==> src/rtl/tsa_pkg.sv <==
// Shared types and constants for the tile slot allocator with byte budget.
// No dependencies; imported by the allocator core, the top level and the checker.
`default_nettype none
package tsa_pkg;

  // Operation codes carried by a request
  typedef enum logic [1:0] {
    OP_ALLOC   = 2'd0,
    OP_RELEASE = 2'd1,
    OP_FRAME   = 2'd2,
    OP_RSVD    = 2'd3
  } tsa_op_t;

  localparam int unsigned SLOT_OUT_W   = 5;
  localparam int unsigned TOTAL_OUT_W  = 36;
  localparam int unsigned BUDGET_W     = 32;
  localparam logic [BUDGET_W-1:0] BUDGET_RESET = 32'd10485760;

  // Result of one request, as presented on the output channel
  typedef struct packed {
    logic [SLOT_OUT_W-1:0]  slot;
    logic                   failed;
    logic [TOTAL_OUT_W-1:0] total;
    logic                   over;
  } tsa_result_t;

  // Bytes per pixel as a left shift: 16, 8, 2, else 4
  function automatic logic [2:0] bpp_shift(input logic [3:0] code);
    logic [2:0] sh;
    case (code)
      4'd0:    sh = 3'd4;
      4'd1:    sh = 3'd3;
      4'd7:    sh = 3'd1;
      default: sh = 3'd2;
    endcase
    return sh;
  endfunction

endpackage
`default_nettype wire

==> src/rtl/tsa_ram.sv <==
// Generic single-write, single-read RAM with registered read data.
// No dependencies.
`default_nettype none
module tsa_ram #(
  parameter int WIDTH = 32,
  parameter int DEPTH = 32,
  parameter int AW    = 5
) (
  input  wire logic             clk,
  input  wire logic             we,
  input  wire logic [AW-1:0]    waddr,
  input  wire logic [WIDTH-1:0] wdata,
  input  wire logic             re,
  input  wire logic [AW-1:0]    raddr,
  output logic      [WIDTH-1:0] rdata
);

  logic [WIDTH-1:0] mem [DEPTH];

  always_ff @(posedge clk) begin
    if (we) begin
      mem[waddr] <= wdata;
    end
    if (re) begin
      rdata <= mem[raddr];
    end
  end

endmodule
`default_nettype wire

==> src/rtl/tsa_alloc_core.sv <==
// Slot table state, lowest-free search, running total and overflow flag.
// Depends on tsa_pkg; the size store itself lives in a tsa_ram outside.
`default_nettype none
module tsa_alloc_core #(
  parameter int NUM_SLOTS = 32,
  parameter int IDX_W     = 5,
  parameter int SIZE_W    = 32,
  parameter int TOT_W     = 38
) (
  input  wire logic                         clk,
  input  wire logic                         rst_n,
  input  wire logic [tsa_pkg::BUDGET_W-1:0] budget,
  input  wire logic                         fire,
  input  wire tsa_pkg::tsa_op_t             op,
  input  wire logic [SIZE_W-1:0]            size,
  input  wire logic [5:0]                   rel_slot,
  input  wire logic [SIZE_W-1:0]            rel_bytes,
  output tsa_pkg::tsa_result_t              result,
  output logic                              wr_en,
  output logic      [IDX_W-1:0]             wr_addr,
  output logic      [SIZE_W-1:0]            wr_data
);
  import tsa_pkg::*;

  localparam int CMP_W = TOT_W + BUDGET_W;

  logic [NUM_SLOTS-1:0] in_use_r, in_use_nxt;
  logic [NUM_SLOTS-1:0] live_r, live_nxt;   // size recorded this frame
  logic [TOT_W-1:0]     total_r, total_nxt;
  logic                 over_r, over_nxt;

  logic             found;
  logic [IDX_W-1:0] free_idx;
  logic [IDX_W-1:0] rel_idx;
  logic             rel_in_range;
  logic             rel_ok;
  logic [SIZE_W-1:0] rel_sub;
  logic [TOT_W-1:0] alloc_total;
  logic             alloc_ok;
  logic             failed;

  // Lowest free slot
  always_comb begin
    found    = 1'b0;
    free_idx = '0;
    for (int i = NUM_SLOTS - 1; i >= 0; i--) begin
      if (!in_use_r[i]) begin
        found    = 1'b1;
        free_idx = IDX_W'(i);
      end
    end
  end

  // Release checks; a size from an earlier frame counts as zero
  assign rel_idx      = rel_slot[IDX_W-1:0];
  assign rel_in_range = 7'(rel_slot) < 7'(NUM_SLOTS);
  assign rel_ok       = rel_in_range && in_use_r[rel_idx];
  assign rel_sub      = live_r[rel_idx] ? rel_bytes : '0;

  assign alloc_ok    = (size != '0) && found;
  assign alloc_total = total_r + TOT_W'(size);

  // Next state per operation
  always_comb begin
    in_use_nxt = in_use_r;
    live_nxt   = live_r;
    total_nxt  = total_r;
    over_nxt   = over_r;
    failed     = 1'b0;
    case (op)
      OP_ALLOC: begin
        failed = !alloc_ok;
        if (alloc_ok) begin
          in_use_nxt[free_idx] = 1'b1;
          live_nxt[free_idx]   = 1'b1;
          total_nxt            = alloc_total;
          if (CMP_W'(alloc_total) > CMP_W'(budget)) begin
            over_nxt = 1'b1;
          end
        end
      end
      OP_RELEASE: begin
        failed = !rel_ok;
        if (rel_ok) begin
          in_use_nxt[rel_idx] = 1'b0;
          total_nxt           = total_r - TOT_W'(rel_sub);
        end
      end
      OP_FRAME: begin
        live_nxt  = '0;
        total_nxt = '0;
        over_nxt  = 1'b0;
      end
      default: begin
        failed = 1'b1;
      end
    endcase
  end

  // Size store write for a granted slot
  assign wr_en   = fire && (op == OP_ALLOC) && alloc_ok;
  assign wr_addr = free_idx;
  assign wr_data = size;

  // Result of the request being processed
  assign result.slot   = ((op == OP_ALLOC) && alloc_ok) ? SLOT_OUT_W'(free_idx) : '0;
  assign result.failed = failed;
  assign result.total  = TOTAL_OUT_W'(total_nxt);
  assign result.over   = over_nxt;

  always_ff @(posedge clk) begin
    if (!rst_n) begin
      in_use_r <= '0;
      live_r   <= '0;
      total_r  <= '0;
      over_r   <= 1'b0;
    end else if (fire) begin
      in_use_r <= in_use_nxt;
      live_r   <= live_nxt;
      total_r  <= total_nxt;
      over_r   <= over_nxt;
    end
  end

endmodule
`default_nettype wire

==> src/rtl/tile_slot_allocator_budget_unit.sv <==
// Tile slot allocator with byte budget, top level.
// A request accepted into the input register moves on to the result register when it fires.
// One request per cycle while out_stall is low; the input register and the result
// register each hold one request, size multiply sits before the input register.
// Reset (rst_n low, synchronous): slot table, total, flag and budget (10485760)
// are set at once; the size store needs no clearing pass.
`default_nettype none
module tile_slot_allocator_budget_unit #(
  parameter int NUM_SLOTS = 32,
  parameter int DIM_BITS  = 14
) (
  input  wire logic                           clk,
  input  wire logic                           rst_n,
  input  wire logic                           cfg_write_en,
  input  wire logic [tsa_pkg::BUDGET_W-1:0]   cfg_write_data,
  input  wire logic                           in_valid,
  output logic                                in_stall,
  input  wire logic [1:0]                     in_operation,
  input  wire logic [DIM_BITS-1:0]            in_tile_width,
  input  wire logic [DIM_BITS-1:0]            in_tile_height,
  input  wire logic [3:0]                     in_format_code,
  input  wire logic [5:0]                     in_release_slot,
  output logic                                out_valid,
  input  wire logic                           out_stall,
  output logic [tsa_pkg::SLOT_OUT_W-1:0]      out_slot_number,
  output logic                                out_failed,
  output logic [tsa_pkg::TOTAL_OUT_W-1:0]     out_total_bytes,
  output logic                                out_over_budget
);
  import tsa_pkg::*;

  localparam int IDX_W  = (NUM_SLOTS > 1) ? $clog2(NUM_SLOTS) : 1;
  localparam int PROD_W = 2 * DIM_BITS;
  localparam int SIZE_W = PROD_W + 4;
  localparam int TOT_W  = SIZE_W + IDX_W + 1;

  logic [BUDGET_W-1:0] budget_r;

  logic              s1_valid_r;
  tsa_op_t           s1_op_r;
  logic [SIZE_W-1:0] s1_size_r;
  logic [5:0]        s1_rel_r;
  logic              byp_hit_r;
  logic [SIZE_W-1:0] byp_data_r;

  logic        out_valid_r;
  tsa_result_t out_r;

  logic              load_out, fire, accept;
  logic [PROD_W-1:0] prod;
  logic [SIZE_W-1:0] size;
  logic [SIZE_W-1:0] rd_data, rel_bytes;
  logic [IDX_W-1:0]  rd_addr;
  logic              wr_en;
  logic [IDX_W-1:0]  wr_addr;
  logic [SIZE_W-1:0] wr_data;
  tsa_result_t       result;

  // Handshake: the result register frees the input register
  assign load_out = !out_valid_r || !out_stall;
  assign fire     = s1_valid_r && load_out;
  assign in_stall = s1_valid_r && !load_out;
  assign accept   = in_valid && !in_stall;

  // Byte size of the requested tile
  assign prod = PROD_W'(in_tile_width) * PROD_W'(in_tile_height);
  assign size = SIZE_W'(prod) << bpp_shift(in_format_code);

  // Budget register
  always_ff @(posedge clk) begin
    if (!rst_n) begin
      budget_r <= BUDGET_RESET;
    end else if (cfg_write_en) begin
      budget_r <= cfg_write_data;
    end
  end

  // Input register
  always_ff @(posedge clk) begin
    if (!rst_n) begin
      s1_valid_r <= 1'b0;
    end else if (accept) begin
      s1_valid_r <= 1'b1;
    end else if (fire) begin
      s1_valid_r <= 1'b0;
    end
  end

  // Payload and write-to-read bypass for the size store
  always_ff @(posedge clk) begin
    if (accept) begin
      s1_op_r    <= tsa_op_t'(in_operation);
      s1_size_r  <= size;
      s1_rel_r   <= in_release_slot;
      byp_hit_r  <= wr_en && (wr_addr == rd_addr);
      byp_data_r <= wr_data;
    end
  end

  assign rd_addr   = in_release_slot[IDX_W-1:0];
  assign rel_bytes = byp_hit_r ? byp_data_r : rd_data;

  tsa_ram #(
    .WIDTH (SIZE_W),
    .DEPTH (NUM_SLOTS),
    .AW    (IDX_W)
  ) u_size_ram (
    .clk   (clk),
    .we    (wr_en),
    .waddr (wr_addr),
    .wdata (wr_data),
    .re    (accept),
    .raddr (rd_addr),
    .rdata (rd_data)
  );

  tsa_alloc_core #(
    .NUM_SLOTS (NUM_SLOTS),
    .IDX_W     (IDX_W),
    .SIZE_W    (SIZE_W),
    .TOT_W     (TOT_W)
  ) u_core (
    .clk       (clk),
    .rst_n     (rst_n),
    .budget    (budget_r),
    .fire      (fire),
    .op        (s1_op_r),
    .size      (s1_size_r),
    .rel_slot  (s1_rel_r),
    .rel_bytes (rel_bytes),
    .result    (result),
    .wr_en     (wr_en),
    .wr_addr   (wr_addr),
    .wr_data   (wr_data)
  );

  // Result register
  always_ff @(posedge clk) begin
    if (!rst_n) begin
      out_valid_r <= 1'b0;
    end else if (load_out) begin
      out_valid_r <= fire;
    end
  end

  always_ff @(posedge clk) begin
    if (fire) begin
      out_r <= result;
    end
  end

  assign out_valid       = out_valid_r;
  assign out_slot_number = out_r.slot;
  assign out_failed      = out_r.failed;
  assign out_total_bytes = out_r.total;
  assign out_over_budget = out_r.over;

endmodule
`default_nettype wire

==> config.mk <==
export PLATFORM = sky130hd
export DESIGN_NAME = tile_slot_allocator_budget_unit
export DESIGN_NICKNAME = d
export VERILOG_FILES = /design/src/rtl/tsa_pkg.sv /design/src/rtl/tsa_ram.sv /design/src/rtl/tsa_alloc_core.sv /design/src/rtl/tile_slot_allocator_budget_unit.sv
export SDC_FILE = /design/constraint.sdc
export NUM_CORES = 2
export LEC_CHECK = 0
export BUFFER_PORTS_ARGS = -buffer_cell sky130_fd_sc_hd__clkbuf_2
export CAP_MARGIN = 15
export CORE_MARGIN = 2
export CORE_UTILIZATION = 55
export DETAILED_ROUTE_END_ITERATION = 10
export PLACE_DENSITY = 0.82
export REMOVE_ABC_BUFFERS = 1
export SYNTH_ARGS = -nofsm -noshare
export SYNTH_HDL_FRONTEND = slang
export SYNTH_SLANG_ARGS = --single-unit
==> constraint.sdc <==
create_clock -name clk -period 8.1 [get_ports clk]
set_clock_uncertainty 0.1 [all_clocks]
set_input_delay 0.81 -clock clk [delete_from_list [all_inputs] [get_ports clk]]
set_output_delay 0.81 -clock clk [all_outputs]
set_load 0.01 [all_outputs]
==> results.toml <==
[route]
num_vias = 39600
first_pass_iters = 6
wl_per_cell_um = 31.31
dr.first_iter.drc_count = 5910
vias_per_cell = 6.807
wirelength_um = 182200
ant_nets = 0
drc_errors = 0

[synthesis]
synth.area.top_cells = "edfxtp_1 (56%), mux4_2 (12%), fa_1 (4.6%), dfxtp_1 (4.4%), ha_1 (3.8%)"
synth_edf_count = 1172
synth-seq-cells = 1309
synth-main-ff-cell = "edfxtp_1"
async_flop_share_pct = 0
syn_area_per_cell_um2 = 15.37
seq_area_frac_synth_pct = 60.57
synth_top_area_share_pct = 56.19
yosysUniqueCellTypes = 99
synth_top_cell_by_area = "edfxtp_1"
netlist_area_um2 = 62640
yosysWarnings = 0
syn_inst = 4076

[worst_setup_path]
start_kind = "primary input"
crit_required_ns = 8.52
rrSetupSlack_ns = 1.64
cp_max_fo = 14
critical_path_class = "in2reg"
crit_path_end_kind = "flop"
cp.arrival_ns = 7.08

[final_layout]
layout_common_cells = "edfxtp_1 (1172), mux4_2 (328), nand2_1 (309)"
drive_above_1_share_pct = 20.69
final_common_cell = "edfxtp_1"
area_growth_pct = 11.10
fin_nets = 4623

[floorplanning]
die_area_um2 = 116600
io_pins = 122
initial_utilization_pct = 55.60
core_um2 = 112700
die_h_um = 341.5
die_w_um = 341.5
rows = 123

[clock_network]
cts_hold_buf = 0
cts.clk_slew.worst_paths_ns = 0.07
cts_buffer_depth = 3
cts_root_buf = "clkbuf_16"
clkLatencyLatePin_ns = 0.74
cts.repair.resized = 0
htree_levels = 3
cts_tree = "done"
clock_sinks = 1309
cts_buffers = 119
cts_setup_buffers = 0

[timing]
period_minus_slack_ns = 6.657
fin_setup_tns_ns = 0
setup_slack_ns = 1.443
rsz0062_at_grt = "no"
final_max_slew_viol_count = 0
clock.fmax_mhz = 150.2
worstMarginPinSlew_ns = 1.260
fin_crit_sh_pct = 82.19
final_hold_viol_count = 0
relSlewSlack_pct = 15.99
setup_violations = 0

[power]
share_comb_of_total_power_pct = 33.0
p_seq_share_pct = 39.3
irDropWorstVdd_mv = 0.4972
pwr-share-clk_pct = 27.7
internal-power_uw = 14240
p_per_area_nw_per_um2 = 309.0
switching_share_pct = 33.77
power.switching_uw = 7262
power_uw = 21510
p_leak_uw = 0.02434

[flow_run]
cap_violations = 0

[status]
status = "finished, final reports clean"

[global_routing]
grt_pass1_vias = 38880
grt_max_degree = 142
grt_pass1_wl_um = 262200
grt_overflow = 0
gr-usage-all-layers_pct = 30.70
antenna_found_initial = 8

[worst_hold_path]
hold_path.class = "in2reg"

[place]
place_congestion = 0.9693
dp_worst_setup_slack_ns = 0.7847
place_hpwl_um = 102900
portBuffers = 121
## metrics by stage
step	area [um^2]	cells	hold slack, ns	util, %
after CTS	69420	5811	0.1667	61.62
final	69590	5818	0.1874	61.77
after detailed placement	65390	5588	0.3466	58.04
after floorplan	61850	3873	0.3199	-
after global routing	69580	5817	0.1689	61.77
after global placement	65390	5588	0.3291	58.04
## registers in the layout, summed over array words and instances, names as in the netlist, 32 cells and up
register / count
s1_size_r: 32
u_core.in_use_r: 32
byp_data_r: 32
u_size_ram.rdata: 32
out_total_bytes: 36
budget_r: 32
u_size_ram.mem: 1024
u_core.total_r: 38
u_core.live_r: 32
## cell families (layout without fill, tap and decap cells)
logic type / Yosys count / count (layout) / synth area share (%)
DFF: 1309 / 1309 / 60.57
and+or+nand+nor: 811 / 811 / 6.139
AOI/OAI and AO/OA: 648 / 648 / 7.081
muxes: 460 / 460 / 14.04
buffers and inverters: 426 / 667 / 2.585
adders and majority gates: 331 / 331 / 8.326
xor gates and xnor gates: 90 / 90 / 1.258
other: 1 / 2 / 0.005987
## synthesized netlist by cell type (all sizes together), types with 24 or more instances
library cell and count:
a31oi 24, nor2 191, xor2 40, nor3 33, dfxtp 137, edfxtp 1172, mux2 68, buf 45
o22ai 26, inv 222, nand2 310, and2 84, o211ai 52, nand3 38, ha 188, o21a 33
xnor2 50, fa 143, a21o 39, mux4 328, a21oi 139, clkbuf 158, nand4 32, o21ai 146
mux2i 64
## path summary, 6_finish.rpt
| path | startpoint | endpoint | cells after the start |
|---|---|---|---|
| worst max-delay path | in_tile_width[8] | s1_size_r[30]$_DFFE_PP_ | 21 |
| worst min-delay path | in_release_slot[5] | s1_rel_r[5]$_DFFE_PP_ | 1 |
| worst max register to register | s1_size_r[0]$_SDFFCE_PP0P_ | out_over_budget$_DFFE_PP_ | 20 |
| worst min register to register | u_core.live_r[9]$_SDFFE_PN0P_ | u_core.live_r[9]$_SDFFE_PN0P_ | 2 |
## layer usage
metal	GRT usage (%)	vias to the layer above	share of wire (%)
li1	-	16040	-
met1	40.52	19750	35
met2	50.56	3215	48
met3	5.472	586	11
met4	13.11	8	5.2
met5	0	-	0.033
## worst max-delay path, stage by stage
cell and delay [ns]:
clkbuf_2 0.27, nand2_1 0.13, fa_1 0.55, inv_1 0.05, fa_1 0.48, inv_1 0.06
fa_1 0.50, inv_1 0.06, fa_1 0.55, fa_1 0.43, fa_1 0.45, ha_1 0.37
a21o_1 0.23, a2111o_1 0.41, a41o_1 0.28, a311oi_1 0.40, o211ai_1 0.13, a221oi_1 0.34
xnor2_1 0.21, nand2_1 0.11, o21ai_0 0.27
## power groups by stage
stage,sequential [uW],clock (uW),combinational (uW)
5_1_grt,8450,6190,7670
3_3_place_gp,8640,0,6500
4_1_cts,8540,5950,6740
2_1_floorplan,8790,0,4470
6_report,8450,5960,7100
3_5_place_dp,8670,0,6620
## final cells by class
| class | instances | area (um^2) |
|---|---|---|
| timing repair buffer | 221 | 1539 |
| multi-input combinational | 2341 | 23360 |
| sequential | 1309 | 37940 |
| fill | 7768 | 43070 |
| tap | 1500 | 1877 |
| antenna | 1 | 2.502 |
| clock inverter | 81 | 905.9 |
| inverter | 223 | 837.1 |
| clock buffer | 142 | 3128 |
No activity file was read; power rests on OpenSTA's default activity.
